--- config.mk ---
export PLATFORM = sky130hd
export DESIGN_NAME = code39_bar_element_generator
export DESIGN_NICKNAME = d
export VERILOG_FILES = /design/src/design/c39_pkg.sv /design/src/design/c39_elem_seq.sv /design/src/design/code39_bar_element_generator.sv
export SDC_FILE = /design/constraint.sdc
export NUM_CORES = 1
export LEC_CHECK = 0
export ABC_AREA = 1
export ABC_CLOCK_PERIOD_IN_PS = 4400
export BUFFER_PORTS_ARGS = -buffer_cell sky130_fd_sc_hd__buf_2
export CAP_MARGIN = 0
export CORE_MARGIN = 2
export CORE_UTILIZATION = 41
export DETAILED_ROUTE_END_ITERATION = 16
export HOLD_SLACK_MARGIN = 0.05
export PLACE_DENSITY_LB_ADDON = 0.1
export SLEW_MARGIN = 25
export SYNTH_ARGS = -nofsm -noshare
export SYNTH_HDL_FRONTEND = slang
export SYNTH_HIERARCHICAL = 1
export SYNTH_SLANG_ARGS = --single-unit
--- constraint.sdc ---
create_clock -name clk -period 4.4 [get_ports clk]
set_input_delay 1.32 -clock clk [delete_from_list [all_inputs] [get_ports clk]]
set_output_delay 1.32 -clock clk [all_outputs]
set_load 0.02 [all_outputs]
--- src/design/c39_pkg.sv ---
`timescale 1ns / 1ps
`default_nettype none

package c39_pkg;

    // Configuration register indexes
    localparam logic CFG_NARROW = 1'b0;
    localparam logic CFG_WIDE   = 1'b1;

    // Message state codes
    localparam logic [1:0] MODE_IDLE    = 2'd0;
    localparam logic [1:0] MODE_OPEN    = 2'd1;
    localparam logic [1:0] MODE_DISCARD = 2'd2;

    // Sequencer phases
    localparam logic [1:0] PH_ERR   = 2'd0;
    localparam logic [1:0] PH_START = 2'd1;
    localparam logic [1:0] PH_CHAR  = 2'd2;
    localparam logic [1:0] PH_STOP  = 2'd3;

    localparam int NUM_SYMBOLS = 44;
    localparam logic [5:0] STAR_INDEX = 6'd43;
    localparam logic [3:0] LAST_ELEM = 4'd8;
    localparam logic [3:0] GAP_ELEM  = 4'd9;

    // Wide flags of the nine elements, first element in the top bit
    localparam logic [8:0] C39_PATTERNS [NUM_SYMBOLS] = '{
        9'b000110100, 9'b100100001, 9'b001100001, 9'b101100000, 9'b000110001,
        9'b100110000, 9'b001110000, 9'b000100101, 9'b100100100, 9'b001100100,
        9'b100001001, 9'b001001001, 9'b101001000, 9'b000011001, 9'b100011000,
        9'b001011000, 9'b000001101, 9'b100001100, 9'b001001100, 9'b000011100,
        9'b100000011, 9'b001000011, 9'b101000010, 9'b000010011, 9'b100010010,
        9'b001010010, 9'b000000111, 9'b100000110, 9'b001000110, 9'b000010110,
        9'b110000001, 9'b011000001, 9'b111000000, 9'b010010001, 9'b110010000,
        9'b011010000, 9'b010000101, 9'b110000100, 9'b011000100, 9'b010101000,
        9'b010100010, 9'b010001010, 9'b000101010, 9'b010010100
    };

    localparam logic [8:0] STAR_PATTERN = C39_PATTERNS[STAR_INDEX];

    // One decoded character waiting for the sequencer
    typedef struct packed {
        logic       bad;
        logic       start;
        logic       stop;
        logic [8:0] pat;
    } c39_job_t;

    // One output element
    typedef struct packed {
        logic       is_bar;
        logic       is_wide;
        logic [7:0] width_px;
        logic       last_of_run;
        logic       symbol_done;
        logic       bad_char;
    } c39_elem_t;

    typedef struct packed {
        logic       valid;
        logic [5:0] index;
    } c39_index_t;

    // Map an ASCII code to its symbol table entry
    function automatic c39_index_t c39_char_index(input logic [7:0] c);
        c39_index_t r;
        r.valid = 1'b1;
        r.index = 6'd0;
        if (c >= 8'h30 && c <= 8'h39) begin
            r.index = 6'(c - 8'h30);
        end else if (c >= 8'h41 && c <= 8'h5A) begin
            r.index = 6'(c - 8'h41) + 6'd10;
        end else begin
            case (c)
                8'h2D:   r.index = 6'd36;
                8'h2E:   r.index = 6'd37;
                8'h20:   r.index = 6'd38;
                8'h24:   r.index = 6'd39;
                8'h2F:   r.index = 6'd40;
                8'h2B:   r.index = 6'd41;
                8'h25:   r.index = 6'd42;
                8'h2A:   r.index = 6'd43;
                default: r.valid = 1'b0;
            endcase
        end
        return r;
    endfunction

endpackage

`default_nettype wire

--- src/design/c39_elem_seq.sv ---
`timescale 1ns / 1ps
`default_nettype none

module c39_elem_seq (
    input  wire logic             clk,
    input  wire logic             rst_n,
    input  wire logic             job_valid,
    input  wire c39_pkg::c39_job_t job,
    output logic                  job_take,
    input  wire logic [7:0]       narrow_width,
    input  wire logic [7:0]       wide_width,
    output logic                  elem_valid,
    output c39_pkg::c39_elem_t    elem,
    input  wire logic             elem_ready
);
    import c39_pkg::*;

    logic       busy_reg, busy_next;
    logic [1:0] phase_reg, phase_next;
    logic [3:0] idx_reg, idx_next;
    logic [8:0] pat_reg;
    logic       stop_reg;
    logic       out_valid_reg, out_valid_next;
    c39_elem_t  out_reg;

    logic       emit;
    logic       finish;
    logic       gap;
    logic [3:0] pos;
    logic [8:0] cur_pat;
    c39_elem_t  cur;

    // An element leaves the sequencer whenever it is busy and the output register is free or being read
    assign emit     = busy_reg && (!out_valid_reg || elem_ready);
    assign job_take = job_valid && (!busy_reg || finish);

    // Build the current element
    always_comb
    begin
        cur_pat = (phase_reg == PH_CHAR) ? pat_reg : STAR_PATTERN;
        gap     = (idx_reg == GAP_ELEM);
        pos     = gap ? 4'd0 : (LAST_ELEM - idx_reg);
        cur     = '0;
        finish  = 1'b0;
        if (phase_reg == PH_ERR) begin
            cur.bad_char    = 1'b1;
            cur.last_of_run = 1'b1;
            finish          = emit;
        end else begin
            cur.is_bar   = !gap && !idx_reg[0];
            cur.is_wide  = gap || cur_pat[pos];
            cur.width_px = cur.is_wide ? wide_width : narrow_width;
            if (phase_reg == PH_STOP && idx_reg == LAST_ELEM) begin
                cur.symbol_done = 1'b1;
                cur.last_of_run = 1'b1;
                finish          = emit;
            end else if (phase_reg == PH_CHAR && gap && !stop_reg) begin
                cur.last_of_run = 1'b1;
                finish          = emit;
            end
        end
    end

    // Phase and element count
    always_comb
    begin
        busy_next  = busy_reg;
        phase_next = phase_reg;
        idx_next   = idx_reg;
        if (emit) begin
            idx_next = idx_reg + 4'd1;
            if (phase_reg == PH_START && gap) begin
                phase_next = PH_CHAR;
                idx_next   = 4'd0;
            end else if (phase_reg == PH_CHAR && gap) begin
                phase_next = PH_STOP;
                idx_next   = 4'd0;
            end
        end
        if (finish) begin
            busy_next = 1'b0;
        end
        if (job_take) begin
            busy_next = 1'b1;
            idx_next  = 4'd0;
            if (job.bad) begin
                phase_next = PH_ERR;
            end else if (job.start) begin
                phase_next = PH_START;
            end else begin
                phase_next = PH_CHAR;
            end
        end
    end

    always_comb
    begin
        out_valid_next = out_valid_reg;
        if (emit) begin
            out_valid_next = 1'b1;
        end else if (elem_ready) begin
            out_valid_next = 1'b0;
        end
    end

    always_ff @(posedge clk or negedge rst_n)
    begin
        if (!rst_n) begin
            busy_reg      <= 1'b0;
            phase_reg     <= PH_ERR;
            idx_reg       <= 4'd0;
            out_valid_reg <= 1'b0;
        end else begin
            busy_reg      <= busy_next;
            phase_reg     <= phase_next;
            idx_reg       <= idx_next;
            out_valid_reg <= out_valid_next;
        end
    end

    // Payload registers
    always_ff @(posedge clk)
    begin
        if (job_take) begin
            pat_reg  <= job.pat;
            stop_reg <= job.stop;
        end
        if (emit) begin
            out_reg <= cur;
        end
    end

    assign elem_valid = out_valid_reg;
    assign elem       = out_reg;

endmodule

`default_nettype wire

--- src/design/code39_bar_element_generator.sv ---
`timescale 1ns / 1ps
`default_nettype none

// Code 39 element generator. Each input word carries one ASCII character
// (tlast marks the end of the message) and expands into bar and space
// elements, one output word per cycle while m_axis_tready is high and input
// keeps up: the first character of a message is preceded by the start symbol
// and its gap (10 words), each character gives 10 words, and the last
// character is followed by the 9-word stop symbol. A character outside the
// Code 39 set gives one error word and the rest of the message is dropped
// without output. The rate is set by the element sequencer, which emits one
// element per cycle while the output is ready and a decoded character is
// waiting. One decoded character is held ahead of the sequencer, so the next
// input word is taken while the current one is still being emitted.
module code39_bar_element_generator (
    input  wire logic       clk,
    input  wire logic       rst_n,
    input  wire logic       cfg_we,
    input  wire logic       cfg_index,
    input  wire logic [7:0] cfg_data,
    input  wire logic       s_axis_tvalid,
    output logic            s_axis_tready,
    input  wire logic [7:0] s_axis_tdata,  // [7:0] ch
    input  wire logic       s_axis_tlast,
    output logic            m_axis_tvalid,
    input  wire logic       m_axis_tready,
    output logic [15:0]     m_axis_tdata,  // [0] is_bar, [1] is_wide, [9:2] width_px,
                                           // [10] symbol_done, [15:11] zero
    output logic            m_axis_tuser,  // [0] bad_char
    output logic            m_axis_tlast
);
    import c39_pkg::*;

    logic [7:0] narrow_reg;
    logic [7:0] wide_reg;
    logic [1:0] mode_reg, mode_next;
    logic       job_valid_reg, job_valid_next;
    c39_job_t   job_reg, job_next;

    logic       in_accept;
    logic       job_take;
    logic       load_job;
    c39_index_t dec;
    logic       elem_valid;
    c39_elem_t  elem;

    // Width registers
    always_ff @(posedge clk or negedge rst_n)
    begin
        if (!rst_n) begin
            narrow_reg <= 8'd1;
            wide_reg   <= 8'd3;
        end else if (cfg_we) begin
            unique case (cfg_index)
                CFG_NARROW: narrow_reg <= cfg_data;
                CFG_WIDE:   wide_reg   <= cfg_data;
                default:    ;
            endcase
        end
    end

    assign s_axis_tready = !job_valid_reg || job_take;
    assign in_accept     = s_axis_tvalid && s_axis_tready;

    // Decode the character and track the message state
    always_comb
    begin
        dec       = c39_char_index(s_axis_tdata);
        mode_next = mode_reg;
        load_job  = 1'b0;
        job_next  = '0;
        if (in_accept) begin
            if (mode_reg == MODE_DISCARD) begin
                if (s_axis_tlast) begin
                    mode_next = MODE_IDLE;
                end
            end else if (!dec.valid) begin
                load_job     = 1'b1;
                job_next.bad = 1'b1;
                mode_next    = s_axis_tlast ? MODE_IDLE : MODE_DISCARD;
            end else begin
                load_job       = 1'b1;
                job_next.start = (mode_reg != MODE_OPEN);
                job_next.stop  = s_axis_tlast;
                job_next.pat   = C39_PATTERNS[dec.index];
                mode_next      = s_axis_tlast ? MODE_IDLE : MODE_OPEN;
            end
        end
    end

    always_comb
    begin
        job_valid_next = job_valid_reg;
        if (load_job) begin
            job_valid_next = 1'b1;
        end else if (job_take) begin
            job_valid_next = 1'b0;
        end
    end

    always_ff @(posedge clk or negedge rst_n)
    begin
        if (!rst_n) begin
            mode_reg      <= MODE_IDLE;
            job_valid_reg <= 1'b0;
        end else begin
            mode_reg      <= mode_next;
            job_valid_reg <= job_valid_next;
        end
    end

    always_ff @(posedge clk)
    begin
        if (load_job) begin
            job_reg <= job_next;
        end
    end

    c39_elem_seq u_seq (
        .clk          (clk),
        .rst_n        (rst_n),
        .job_valid    (job_valid_reg),
        .job          (job_reg),
        .job_take     (job_take),
        .narrow_width (narrow_reg),
        .wide_width   (wide_reg),
        .elem_valid   (elem_valid),
        .elem         (elem),
        .elem_ready   (m_axis_tready)
    );

    // Output word packing
    assign m_axis_tvalid = elem_valid;
    assign m_axis_tdata  = {5'd0, elem.symbol_done, elem.width_px, elem.is_wide, elem.is_bar};
    assign m_axis_tuser  = elem.bad_char;
    assign m_axis_tlast  = elem.last_of_run;

`ifndef NO_ASSERTIONS
    // An error word ends its run and carries no element
    a_bad_word: assert property (@(posedge clk) disable iff (!rst_n)
        m_axis_tvalid && m_axis_tuser |-> m_axis_tlast && m_axis_tdata == 16'd0)
        else $error("error word malformed");

    // The stop symbol ends on a narrow bar that closes the run
    a_stop_end: assert property (@(posedge clk) disable iff (!rst_n)
        m_axis_tvalid && m_axis_tdata[10] |->
            m_axis_tlast && m_axis_tdata[0] && !m_axis_tdata[1])
        else $error("stop symbol end malformed");

    // A pending character is never dropped before the sequencer takes it
    a_job_held: assert property (@(posedge clk) disable iff (!rst_n)
        job_valid_reg && !job_take |=> job_valid_reg && $stable(job_reg))
        else $error("pending character lost");
`endif

endmodule

`default_nettype wire
Word level (Yosys, flattened, before mapping)
Memory sizes are Yosys's and may differ from the RTL's. A register that Yosys moved wholly into a read port is not among the register bits.
Cells that the tools add are included.
Storage, ports and cells
  input port bits: 23
  register bits after elaboration: 53
  memories kept: 1
  memory bits (read-only): 576
Cells by class
  eq/ne operators: 16
  mux-type cells: 41
  bitwise logic cells: 4
  reductions and logical operators: 34
  add/subtract/negate cells: 5
  order comparisons: 5
Memories
  (no name shown): words 64, bits a word 9, rd ports 1, clocked after memory_dff 1, wr ports 0, RTL line code39_bar_element_generator.sv:85  | job_next.pat = C39_PATTERNS[dec.index];
Operators by type and width (number)
  8-bit by 6-bit == test with 1-bit output (second input constant): 8
  6-bit case mux with 8 select lines: 1
  1-bit 2-to-1 mux: 20
  2-bit 2-to-1 mux: 10
  4-bit 2-to-1 mux: 5
  6-bit 2-to-1 mux: 2
  1-bit logical AND: 10
  9-bit 2-to-1 mux: 1
  4-bit == test (second input constant): 2
  8-bit by 6-bit greater-or-equal comparator with 1-bit output (second input constant): 1
  8-bit by 7-bit greater-or-equal comparator with 1-bit output (second input constant): 1
  8-bit by 6-bit less-or-equal comparator with 1-bit output (second input constant): 1
  8-bit by 7-bit less-or-equal comparator with 1-bit output (second input constant): 1
  8-bit 2-to-1 mux: 1
  2-bit AND reduction: 4
  2-bit nonzero test: 4
  8-bit OR reduction: 1
  6-bit NOT with 7-bit output: 1
  6-bit by 4-bit adder with 6-bit output (second input constant): 1
  2-bit == test (second input constant): 3
  1-bit zero test: 6
  6-bit by 1-bit subtractor with 6-bit output (second input constant): 1
  6-bit subtractor (second input constant): 1
  4-bit by 5-bit < comparator with 1-bit output (second input constant): 1
  12 further kinds: 18

Longest topological paths before layout
Gate-level depths: netlist of run 1.
  depth after elaboration: 12
  depth in mapped cells: 21
  gate-level depth less buffers: 21

Cells and area by module
The synthesis of run 1 kept the hierarchy.
By module, submodules not included
  code39_bar_element_generator: seq. area each 839.6 um^2, times used 1, area each 2494.9 um^2, cells an instance 333
  c39_elem_seq: seq. area each 890.9 um^2, times used 1, area each 1654.1 um^2, cells an instance 181

Worst setup path before layout of run 1
Ideal clock, no wire load.
  path kind: input -> output
  start: input port m_axis_tready
  end: output port s_axis_tready
  arrival: 2.388 ns
  cell stages on the path: 6
  setup slack: 0.692 ns
  required time: 3.080 ns
  cell sequence: nor2_1 -> inv_1 -> nand2_1 -> a21oi_1 -> inv_1 -> nand2_1
On the way
  word-level cells in the longest chain between the ends: 8
RTL lines
  start, declared: RTL line code39_bar_element_generator.sv:26  | input wire logic m_axis_tready,
  1-bit logical OR (*): RTL line c39_elem_seq.sv:34  | assign emit = busy_reg && (!out_valid_reg || elem_ready);
  1-bit logical AND (*): RTL line c39_elem_seq.sv:34
  1-bit 2-to-1 mux: RTL line c39_elem_seq.sv:57  | end else if (phase_reg == PH_CHAR && gap && !stop_reg) begin
  1-bit 2-to-1 mux: RTL line c39_elem_seq.sv:53  | if (phase_reg == PH_STOP && idx_reg == LAST_ELEM) begin
  1-bit 2-to-1 mux (*): RTL line c39_elem_seq.sv:45  | if (phase_reg == PH_ERR) begin
  1-bit logical OR (*): RTL line c39_elem_seq.sv:35  | assign job_take = job_valid && (!busy_reg || finish);
  1-bit logical AND (*): RTL line c39_elem_seq.sv:35
  named net job_take: RTL line code39_bar_element_generator.sv:41  | logic job_take;
  1-bit logical OR (*): RTL line code39_bar_element_generator.sv:62  | assign s_axis_tready = !job_valid_reg || job_take;
  end, declared: RTL line code39_bar_element_generator.sv:22  | output logic s_axis_tready,
The timed path passes the listed nets; every way through them passes the cells marked *.

Worst setup path after layout of run 1
  start: register u_seq.idx_reg[0]
  end: output port s_axis_tready
On the way
  word-level cells in the longest chain between the ends: 9
  elaborated cells between the ends (all ways): 11
  those cells by class: eq/ne (2); mux (3); reduce/logical (6)
RTL lines
  start, declared: RTL line c39_elem_seq.sv:20  | logic [3:0] idx_reg, idx_next;
  start signal, assigned: RTL line c39_elem_seq.sv:116  | idx_reg <= idx_next;
  4-bit == test: RTL line c39_elem_seq.sv:41  | gap = (idx_reg == GAP_ELEM);
  1-bit logical AND (2 in series): RTL line c39_elem_seq.sv:57
  1-bit 2-to-1 mux: RTL line c39_elem_seq.sv:57
  1-bit 2-to-1 mux (*): RTL line c39_elem_seq.sv:53
  1-bit 2-to-1 mux (*): RTL line c39_elem_seq.sv:45
  1-bit logical OR (*): RTL line c39_elem_seq.sv:35
  1-bit logical AND (*): RTL line c39_elem_seq.sv:35
  named net job_take: RTL line code39_bar_element_generator.sv:41
  1-bit logical OR (*): RTL line code39_bar_element_generator.sv:62
Marked as above.

==> flow_summary.yaml, run 1 <==
logic_synthesis:
  syn_area_mm2: 0.00415
  syn_inst: 514
  synth-seq-cells: 62
  synth_top_area_share_pct: 25.3
  synthFlopType: "edfxtp_1"
  yosysWarnings: 6
  ys_top_cells_by_count: "134 x nand2_1, 59 x inv_1, 48 x nand3_1"
  synth_cell_type_count: 37
  async_flop_share_pct: 43.5
  avgSynthCellArea_um2: 8.07
  synth.area.top_cells: "edfxtp_1 25%, dfrtp_1 14%, nand2_1 12%"
  synth_enable_flop_cells: 35
  synth.largest_area_cell: "edfxtp_1"
  yosysSeqAreaShare_pct: 41.7
  yosysMostFrequentCell: "nand2_1"
min_path:
  whs_endpoint: "u_seq/pat_reg[3]"
  worst_hold_path.num_cells: 0
  hold_class: "reg2reg"
  hp-start: "job_reg[3]"
floorplan:
  die_area_mm2: 0.0109
  fp.dieW_um: 105
  io_pins: 43
  initial_core_util_pct: 42.3
  dieHeight_um: 105
  placementRows: 36
  coreArea_mm2: 0.00982
cells_and_area:
  largest_reg_flops: 13
  area_growth_pct: 11.4
  final_util_pct: 47.1
  num-nets-final: 595
  final_cells: 690
  antennaDiodeCount: 0
  fillers: 1000
  drive_gt1_share_pct: 20.3
timing:
  clock.fmax_ghz: 0.270
  finClkSkew_ns: 0.0143
  tightest_slew_ns: 0.654
  finalHoldViolCount: 0
  slew_headroom_pct: 56.4
  setup_violations: 0
  rsz0062_at_grt: "false"
  tns_ns: 0
  maxSlewViolCount: 0
  period_share_pct: 84.3
  min_period_ns: 3.71
global_routing:
  grt_pass1_wl_um: 14900
  first_global_vias: 3092
  antenna_found_initial: 0
  grtUsageTotal_pct: 16.9
  grt_max_degree: 28
  overflow: 0
place:
  dp.cells: 674
  hpwl_um: 6680
  gp_congestion: 0.909
  portBuffers: 37
drt:
  wl_per_cell_um: 13.0
  drc: 0
  first_pass_iters: 4
  wirelength_um: 8970
  vias: 3375
  ant_nets: 0
  drt_iter0_drc: 163
  viasPerCell: 4.89
power:
  p_total_mw: 2.54
  vdd_drop_max_v: 0.000228
  p_leak_nw: 2.29
  powerDensity_mw_per_mm2: 549
worst_setup_path:
  end_kind: "primary output"
  criticalPathCategory: "reg2out"
  startpoint_type: "flip-flop"
  r2r-start: "u_seq/idx_reg[0]"
  worst_r2r_endpoint: "job_reg[7]"
  reg2reg_depth: 15
  worstPathArrival_ns: 2.39
  cp.required_ns: 3.08
  timing.reg2reg.setup_slack_ns: 1.39
  cp_max_fo: 12
cts:
  cts.sinks: 62
  path_clk_slew_ns: 0.07
  clk_latency_ns: 0.34
  cts_max_path_buffers: 2
  cts-resized-gates: 0
  cts-root-buf: "clkbuf_8"
  cts_setup_buffers: 0
  hold_buffers: 0
  cts_tree: "yes"
  htree_levels: 3
  numCtsBuffers: 9
run_status:
  status: "finished, final reports clean"
job:
  cap_violations: 0
==> cell type report <==
cell class              count  area (um^2)  share of cell area [%]
well taps                 133          166                    3.60
repair buffers             41          215                    4.65
multi-input cells         368         2010                    43.6
clock inverters             3         65.1                    1.41
flip-flops and latches     62         1730                    37.4
inverters                  70          263                    5.68
clock buffers              13          169                    3.65
==> routing by layer <==
layer	track usage [%]	up-vias	routed length (um)
met3	3.99	5	345
met5	0	-	0
met4	4.38	0	60
li1	-	1730	-
met1	23.6	1561	4440
met2	26.3	79	4130
==> metrics by stage <==
step                      instance area (um^2)  hold WS [ns]  worst slack, ns
after detailed placement                  4390         0.405            0.592
after global routing                      4620         0.421            0.420
after CTS                                 4620         0.418            0.635
final                                     4620         0.415            0.693
after floorplan                           4160         0.400            0.692
after global placement                    4390         0.402            0.720
==> critical path, stage by stage, from the launching register on <==
cell and delay (ns):
dfrtp_1 0.59, ha_1 0.27, nand3_4 0.13, nor2_2 0.15
nand2_1 0.08, nand2_1 0.08, nand2_1 0.08, a21oi_1 0.13
buf_4 0.21, inv_1 0.06, nand2_1 0.10, buf_2 0.18
==> power by group <==
group	total, mW	switching (mW)	internal [mW]
combinational	1.01	0.683	0.329
clock	0.574	0.209	0.365
sequential	0.953	0.0964	0.857
==> cells by family after synthesis <==
group	share of synthesized area (%)
buffers and inverters	10.1
AND/OR/NAND/NOR	33.7
XOR/XNOR	1.06
AO/OA/AOI/OAI	7.33
other	0.0904
adder cells (fa/ha/maj)	6.03
flip-flops	41.7
==> how the worst max path moves through the flow <==
stage	from	to	slack, ns
detailed placement	s_axis_tdata[1]	job_reg[0]	0.59
global placement	s_axis_tdata[1]	job_reg[0]	0.72
floorplan	m_axis_tready	s_axis_tready	0.69
finish	u_seq/idx_reg[0]	s_axis_tready	0.69
CTS	u_seq/idx_reg[0]	s_axis_tready	0.63
global route	u_seq/idx_reg[0]	s_axis_tready	0.42
==> placed cells by master (no fill, tap or decap), types with 2 or more instances in the layout <==
cell type  netlist  layout
a21oi_1         22      22
buf_2            2      37
buf_4            5       4
bufinv_16        0       2
clkbuf_8         0      12
conb_1           1       5
dfrtp_1         24      24
dfstp_2          3       3
edfxtp_1        35      35
ha_1            20      20
inv_1           59      59
inv_2           10      10
nand2_1        134     134
nand2_2          9       9
nand2_4          5       5
nand3_1         48      48
nand3_2          9       9
nand3_4          2       2
nand4_1          5       5
nor2_1          44      44
nor2_2           8       8
nor2_4           6       6
nor3_1           2       2
o211ai_1         3       3
o21ai_0         28      28
o21ai_1          4       4
or2_1            2       2
xor2_1           4       4
No activity file was read; power rests on OpenSTA's default activity.
==> inputs of run 2 (changes only) <==
Settings changed: ABC_CLOCK_PERIOD_IN_PS 4400 to 3500.
Clock period 4.4 ns to 3.5 ns, I/O delays scaled along.
==> flow_summary.yaml, run 2 (synthesized netlist as in run 1, its figures left out) <==
floorplan:
  coreArea_mm2: 0.00982
  die_area_mm2: 0.0109
  dieHeight_um: 105
  initial_core_util_pct: 42.3
  io_pins: 43
  fp.dieW_um: 105
  placementRows: 36
worst_setup_path:
  reg2reg_depth: 14
  crit_buf_inv: 3
  cp.required_ns: 2.45
  cp_top_family: "simple AND/OR/NAND/NOR gates"
  cp_cell_sequence: "inv_2 > ha_1 > nand3_1 > nor2_1 > nor2_1 > nand2_1 > nand2_1 > a21oi_1 > inv_1 > nand2_1 > buf_2"
  cp_max_fo: 11
  cp_slowest_cell: "dfrtp_2"
  timing.reg2reg.setup_slack_ns: 0.85
  end_kind: "primary output"
  criticalPathCategory: "reg2out"
  worstPathArrival_ns: 2.17
  r2r-start: "u_seq/idx_reg[0]"
  worst_path_most_repeated_cell: "nand2_1"
  max_stage_delay_ns: 0.50
  startpoint_type: "flip-flop"
  worst_r2r_endpoint: "job_reg[1]"
global_routing:
  antenna_found_initial: 0
  grt_pass1_wl_um: 15500
  grtUsageTotal_pct: 17.4
  first_global_vias: 3184
  overflow: 0
  grt_max_degree: 28
cells_and_area:
  drive_gt1_share_pct: 21.1
  largest_reg_flops: 13
  num-nets-final: 598
  final_cell_mix: "134 x nand2_1, 59 x inv_1, 48 x nand3_1"
  final_common_cell: "nand2_1"
  area_growth_pct: 12.2
  antennaDiodeCount: 0
  fillers: 1026
timing:
  setup_violations: 0
  slew_headroom_pct: 58.0
  worst_slack_ns: 0.276
  clock.fmax_ghz: 0.310
  finalHoldViolCount: 0
  maxSlewViolCount: 0
  tightest_slew_ns: 0.630
  min_period_ns: 3.22
  period_share_pct: 92.1
  rsz0062_at_grt: "false"
  finClkSkew_ns: 0.0123
power:
  p_leak_nw: 2.31
  p_sw_share_pct: 39.4
  powerDensity_mw_per_mm2: 689
  vdd_drop_max_v: 0.000341
  power.switching_mw: 1.26
  p_total_mw: 3.21
  combPwrFrac_pct: 39.8
  power_frac_clock_pct: 22.8
  internal_power_mw: 1.94
  seq_power_share_pct: 37.4
run_status:
  status: "finished, final reports clean"
min_path:
  worst_hold_path.num_cells: 0
  hp-start: "job_reg[4]"
  hold_class: "reg2reg"
  whs_endpoint: "u_seq/pat_reg[4]"
drt:
  m1WireLength_um: 4490
  vias: 3358
  first_pass_iters: 5
  drc: 0
  highest_layer: "met4"
  wl_met3_um: 341
  wl_per_cell_um: 12.9
  viasPerCell: 4.85
  drt_iter0_drc: 185
  wirelength_um: 8940
  ant_nets: 0
  wl_met2_um: 4040
cts:
  htree_levels: 3
  clk_latency_ns: 0.33
  hold_buffers: 0
  cts.sinks: 62
  path_clk_slew_ns: 0.07
  numCtsBuffers: 9
  cts_tree: "yes"
  cts_max_path_buffers: 2
  cts-root-buf: "clkbuf_8"
job:
  cap_violations: 0
place:
  portBuffers: 37
  gp_congestion: 0.901
  detailedPlace.worstSlack_ns: -0.0209
  hpwl_um: 6760
run 2: cell type report:
cell class | count | area [um^2] | share of cell area (%)
Multi-Input combinational cell | 368 | 2010 | 43.3
Sequential cell | 62 | 1730 | 37.2
Inverter | 70 | 263 | 5.65
Timing Repair Buffer | 44 | 238 | 5.11
Tap cell | 133 | 166 | 3.58
Clock buffer | 10 | 149 | 3.20
Clock inverter | 6 | 91.3 | 1.96
run 2: worst max-delay path by stage:
| stage | from | end | slack (ns) | cells after the start |
|---|---|---|---|---|
| after global placement | s_axis_tdata[1] | job_reg[0] | 0.11 | 19 |
| after CTS | u_seq/idx_reg[0] | s_axis_tready | 0.14 | 10 |
| final | u_seq/idx_reg[0] | s_axis_tready | 0.28 | 11 |
| after detailed placement | s_axis_tdata[1] | job_reg[0] | -0.02 | 19 |
| after global routing | u_seq/idx_reg[0] | s_axis_tready | 0.05 | 11 |
| after floorplan | m_axis_tready | job_reg[10] | 0.07 | 11 |
run 2: power by group through the flow:
stage                     clock, mW  sequential [mW]  combinational [mW]
final                         0.731             1.20                1.28
after global routing          0.784             1.23                1.44
after CTS                     0.752             1.20                1.29
after detailed placement          0             1.22                1.28
after global placement            0             1.21                1.27
after floorplan                   0             1.27               0.910
run 2: through the flow:
stage | std cells | TNS (ns) | cell area [um^2] | utilization [%] | hold WS [ns]
2_1_floorplan | 518 | 0 | 4160 | - | 0.400
3_3_place_gp | 677 | 0 | 4410 | 44.9 | 0.404
3_5_place_dp | 677 | -0.0209 | 4410 | 44.9 | 0.409
4_1_cts | 693 | 0 | 4650 | 47.4 | 0.421
5_1_grt | 693 | 0 | 4650 | 47.4 | 0.422
6_report | 693 | 0 | 4650 | 47.4 | 0.422
run 2: what timing repair did:
item | CTS | global route
setup buffers | 0 | 0
endpoints found under the hold margin | 0 | 0
endpoints found under the setup margin | 0 | 1
gates resized for setup | 0 | 1
run 2: worst reg2reg max path, cell delays in order (launching register included):
cell and delay, ns:
dfrtp_2 0.50, inv_2 0.14, ha_1 0.23, nand3_1 0.09, nor2_1 0.15, nor2_1 0.06
nand2_1 0.09, nand2_1 0.08, a21oi_1 0.18, inv_1 0.06, nand2_1 0.11, nand2_1 0.12
nor2_1 0.14, nand2_1 0.26, a21oi_1 0.28
run 2: metal layers:
| metal | up-vias | global-route usage [%] |
|---|---|---|
| met5 | - | 0 |
| met4 | 0 | 4.67 |
| met3 | 6 | 3.56 |
| met2 | 78 | 26.7 |
| met1 | 1553 | 25.0 |
| li1 | 1721 | - |
